--- src/rtl/hmp_pkg.sv ---
// Shared constants and the controller-to-datapath command type for the
// harmonic magnitude to polynomial converter. No dependencies.
package hmp_pkg;

    localparam int NUM_TERMS_DEF = 11;
    localparam int HARM_W        = 4;
    localparam int MAG_W         = 16;
    localparam int COEF_W        = 32;
    localparam int POW_W         = 4;
    localparam int ACC_W         = 64;
    localparam int SUM_W         = 20;
    localparam int QUO_W         = SUM_W + 1;
    localparam int CW_W          = 22;
    localparam int NUM_W         = 36;
    localparam int FRAC_BITS     = 20;
    localparam int SMALL_SHIFT   = 6;
    localparam int ONE_Q14       = 16384;
    localparam int DIV_STEPS     = NUM_W;

    typedef struct packed {
        logic sum_clr;
        logic sum_acc;
        logic scale_load;
        logic div_step;
        logic c_write;
        logic rec_init;
        logic rec_step;
        logic rec_final;
    } dp_cmd_t;

endpackage

--- src/rtl/hmp_controller.sv ---
// Sequencer: load, sum, scale, recurrence and emit phases.
// Depends on hmp_pkg.
module hmp_controller #(
    parameter int NUM_TERMS = hmp_pkg::NUM_TERMS_DEF,
    parameter int IW        = $clog2(NUM_TERMS)
) (
    input  logic             clk,
    input  logic             rst_n,
    input  logic             in_valid,
    input  logic             in_last,
    output logic             in_ready,
    output logic             out_valid,
    input  logic             out_ready,
    input  logic             scale_small,
    output hmp_pkg::dp_cmd_t cmd,
    output logic [IW-1:0]    idx
);
    import hmp_pkg::*;

    typedef enum logic [8:0] {
        S_IDLE  = 9'b000000001,
        S_SUM   = 9'b000000010,
        S_SCALE = 9'b000000100,
        S_DIV   = 9'b000001000,
        S_CWR   = 9'b000010000,
        S_INIT  = 9'b000100000,
        S_REC   = 9'b001000000,
        S_FIN   = 9'b010000000,
        S_OUT   = 9'b100000000
    } state_t;

    localparam logic [IW-1:0] IDX_TOP = IW'(NUM_TERMS - 1);
    localparam int            BW      = $clog2(DIV_STEPS);

    state_t          state_reg, state_next;
    logic [IW-1:0]   idx_reg, idx_next;
    logic [BW-1:0]   bit_reg, bit_next;
    logic            in_fire;

    assign in_ready  = state_reg == S_IDLE;
    assign out_valid = state_reg == S_OUT;
    assign in_fire   = in_valid && in_ready;
    assign idx       = idx_reg;

    always_comb
    begin
        state_next = state_reg;
        idx_next   = idx_reg;
        bit_next   = bit_reg;
        cmd        = '0;
        unique case (state_reg)
            S_IDLE:
            begin
                if (in_fire && in_last)
                begin
                    cmd.sum_clr = 1'b1;
                    idx_next    = '0;
                    state_next  = S_SUM;
                end
            end
            S_SUM:
            begin
                cmd.sum_acc = 1'b1;
                if (idx_reg == IDX_TOP)
                begin
                    idx_next   = IW'(1);
                    state_next = S_SCALE;
                end
                else
                begin
                    idx_next = idx_reg + 1'b1;
                end
            end
            S_SCALE:
            begin
                cmd.scale_load = 1'b1;
                bit_next       = '0;
                if (!scale_small)
                begin
                    state_next = S_DIV;
                end
                else if (idx_reg == IDX_TOP)
                begin
                    state_next = S_INIT;
                end
                else
                begin
                    idx_next = idx_reg + 1'b1;
                end
            end
            S_DIV:
            begin
                cmd.div_step = 1'b1;
                bit_next     = bit_reg + 1'b1;
                if (bit_reg == BW'(DIV_STEPS - 1))
                begin
                    state_next = S_CWR;
                end
            end
            S_CWR:
            begin
                cmd.c_write = 1'b1;
                if (idx_reg == IDX_TOP)
                begin
                    state_next = S_INIT;
                end
                else
                begin
                    idx_next   = idx_reg + 1'b1;
                    state_next = S_SCALE;
                end
            end
            S_INIT:
            begin
                cmd.rec_init = 1'b1;
                idx_next     = IW'(NUM_TERMS - 2);
                state_next   = S_REC;
            end
            S_REC:
            begin
                cmd.rec_step = 1'b1;
                if (idx_reg == IW'(1))
                begin
                    state_next = S_FIN;
                end
                else
                begin
                    idx_next = idx_reg - 1'b1;
                end
            end
            S_FIN:
            begin
                cmd.rec_final = 1'b1;
                idx_next      = '0;
                state_next    = S_OUT;
            end
            S_OUT:
            begin
                if (out_ready)
                begin
                    if (idx_reg == IDX_TOP)
                    begin
                        state_next = S_IDLE;
                    end
                    else
                    begin
                        idx_next = idx_reg + 1'b1;
                    end
                end
            end
            default:
            begin
                state_next = S_IDLE;
            end
        endcase
    end

    always_ff @(posedge clk or negedge rst_n)
    begin
        if (!rst_n)
        begin
            state_reg <= S_IDLE;
            idx_reg   <= '0;
            bit_reg   <= '0;
        end
        else
        begin
            state_reg <= state_next;
            idx_reg   <= idx_next;
            bit_reg   <= bit_next;
        end
    end

endmodule
--- config.mk ---
export PLATFORM = sky130hd
export DESIGN_NAME = hmp_controller
export DESIGN_NICKNAME = d
export VERILOG_FILES = /design/src/rtl/hmp_pkg.sv /design/src/rtl/hmp_controller.sv
export SDC_FILE = /design/constraint.sdc
export NUM_CORES = 1
export LEC_CHECK = 0
export ABC_AREA = 0
export BUFFER_PORTS_ARGS = -buffer_cell sky130_fd_sc_hd__buf_2
export CORE_UTILIZATION = 50
export CTS_CLUSTER_DIAMETER = 40
export DETAILED_ROUTE_END_ITERATION = 16
export PLACE_DENSITY = 0.67
export RECOVER_POWER = 100
export SLEW_MARGIN = 40
export SYNTH_ARGS = -nofsm -noshare
export SYNTH_HDL_FRONTEND = slang
export SYNTH_SLANG_ARGS = --single-unit
--- constraint.sdc ---
create_clock -name clk -period 3.3 [get_ports clk]
set_input_delay 0.495 -clock clk [delete_from_list [all_inputs] [get_ports clk]]
set_output_delay 0.495 -clock clk [all_outputs]
set_load 0.005 [all_outputs]
==> metrics.yaml <==
cts_inserted_buffers: 3
worstPathArrival_ns: 2.29
pwr-share-comb_pct: 51.1
seqPwrFrac_pct: 36.4
slew_headroom_pct: 31.5
row_count: 19
p_clk_share_pct: 12.5
outcome: "finished, violations left"
synth_area_leader_cell: "dfrtp_1"
setup_viol_count_final: 0
area_growth_pct: 4.28
wirelength_um: 3600
min_path_type: "input port to async pin"
endpoint_kind: "primary output"
grt_max_degree: 20
ios: 20
final_max_slew_viol_count: 0
drtAntennaViolNets: 0
h-tree-depth: 1
fin_setup_tns_ns: 0
drcViolationCount: 2
cts_sinks: 19
crit_fanout: 14
cts_root_buffer: "clkbuf_4"
wl_per_cell_um: 16.2
worstSetupStartpoint: "state_reg[8]"
fillers: 281
rsz0062_at_grt: "no"
cts_hold_buf: 0
coreArea_um2: 2830
critPathKind: "register to primary output"
synth_edf_count: 0
synth.net_count: 193
post_cts_buffers: 0
cts_resized: 0
dieArea_um2: 3260
clock_latency_ns: 0.30
switchingPower_uw: 442
regToRegEndpoint: "state_reg[0]"
ys_types: 53
syn_area_um2: 1520
yosys_warnings: 0
grt_pass1_wl_um: 5890
synth-seq-cells: 19
layout-drive-gt1-share_pct: 12.6
hold_viol: 0
avgSynthCellArea_um2: 8.35
p_sw_share_pct: 45.3
final.min_clock_period_ns: 2.78
grt_overflow_total: 0
worstMarginPinSlew_ns: 1.03
seq_area_frac_synth_pct: 31.4
power_density_nw_per_um2: 616
grt_usage_pct: 23.0
largest_register_ffs: 9
grt_antenna_before_repair: 0
layout_worst_path_cycle_share_pct: 84.4
num-nets-final: 203
vias: 1423
first_pass_iters: 11
critPathLaunchType: "register"
p_leak_nw: 0.744
finalClockSkew_ns: 0.00916
worstPathRequired_ns: 2.80
start_util_pct: 53.7
drv_cap: 0
peakVddDrop_v: 0.000276
r2r_cells: 5
dp_hpwl_um: 2760
first_iter_violations: 87
r2r_slack_ns: 0.67
synth_ff_type: "dfrtp_1"
yosysTopAreaCellShare_pct: 29.6
clk_pin_slew_ns: 0.12
cts_buffer_depth: 2
async_flop_share_pct: 100
cts_tree: "done"
avgViaCountPerCell: 6.41
die_y_um: 57.1
cell_internal_pwr_uw: 534
first_global_vias: 1305
synth_cells: 182
die_x_um: 57.1
utilization_pct: 56.0
portBuffers: 19
holdWs_ns: 0.337
r2r_start: "state_reg[8]"
place.gp.congestion: 0.953
violations: "design-rule violations"
fmax_mhz: 359
netlist_top_cells_area: "dfrtp_1 30%, ha_1 4.1%, o21ai_0 4.0%"
diodes: 0
## metal layers
| metal | wire [µm] | share of wire, % | global-route usage [%] |
|---|---|---|---|
| met5 | 0 | 0 | 0 |
| met3 | 288 | 8.0 | 4.76 |
| met1 | 1650 | 46 | 32.2 |
| met4 | 61 | 1.7 | 9.76 |
| met2 | 1610 | 45 | 34.8 |
## worst max-delay path, cell delays in order, from the launching register on
cell     delay [ns]
dfrtp_1        0.54
or4_1          0.67
or3_1          0.47
inv_1          0.18
buf_2          0.14
## per-stage QoR
stage	setup WS (ns)	cell area [µm²]	total power [mW]	instances
2_1_floorplan	1.09	1520	0.755	182
3_3_place_gp	0.823	1580	0.851	218
3_5_place_dp	0.799	1580	0.858	218
4_1_cts	0.605	1610	0.982	222
5_1_grt	0.421	1590	1.05	222
6_report	0.516	1590	0.976	222
## Yosys cell counts (4+ instances only)
cell      number
ha_1           5
nor3_1         4
nand2_1       14
nand3_1        7
inv_1         11
a21oi_1        5
buf_2          5
nor4_1         7
and3_1         4
nor2_1        14
xor2_1         4
o21ai_0       12
dfrtp_1       18
clkbuf_1       6
## cell type report
type                    instances  area [µm²]  share of cell area (%)
repair buffers                 19        88.8                    5.60
multi-input cells             138         912                    57.5
well taps                      31        38.8                    2.45
inverters                      11        41.3                    2.60
flip-flops and latches         19         477                    30.1
clock buffers                   3        22.5                    1.42
clock inverters                 1        5.00                   0.316
## power groups by stage
stage               clock [mW]  sequential [mW]  combinational (mW)
floorplan                    0            0.300               0.455
global placement             0            0.357               0.495
detailed placement           0            0.360               0.498
CTS                      0.125            0.355               0.503
global route             0.134            0.366               0.546
finish                   0.122            0.355               0.498
## kinds of logic (layout without fill, tap and decap cells)
kind of cell | after synthesis | in the layout | share of synthesized area [%]
AND/OR/NAND/NOR | 73 | 73 | 26.7
AO/OA/AOI/OAI | 51 | 51 | 24.3
buffers and inverters | 25 | 34 | 7.82
flip-flops | 19 | 19 | 31.4
adder cells (fa/ha/maj) | 5 | 5 | 4.12
XOR/XNOR | 5 | 5 | 2.88
multiplexers | 4 | 4 | 2.88
## cells in the final DEF (no fill, tap or decap), drive strengths merged, types with 5 or more instances in the layout
cell type,count
o21ai,13
ha,5
nor2,14
buf,14
nor4,7
a21oi,5
nand2,14
dfrtp,18
inv,11
clkbuf,8
nand3,7
## worst max path at each step
| stage | depth (start not counted) | endpoint |
|---|---|---|
| 2_1_floorplan | 7 | state_reg[0] |
| 3_3_place_gp | 7 | state_reg[0] |
| 3_5_place_dp | 7 | state_reg[0] |
| 4_1_cts | 5 | cmd[4] |
| 5_1_grt | 4 | cmd[1] |
| 6_report | 4 | cmd[1] |
Power figures use the tool's default switching activity.
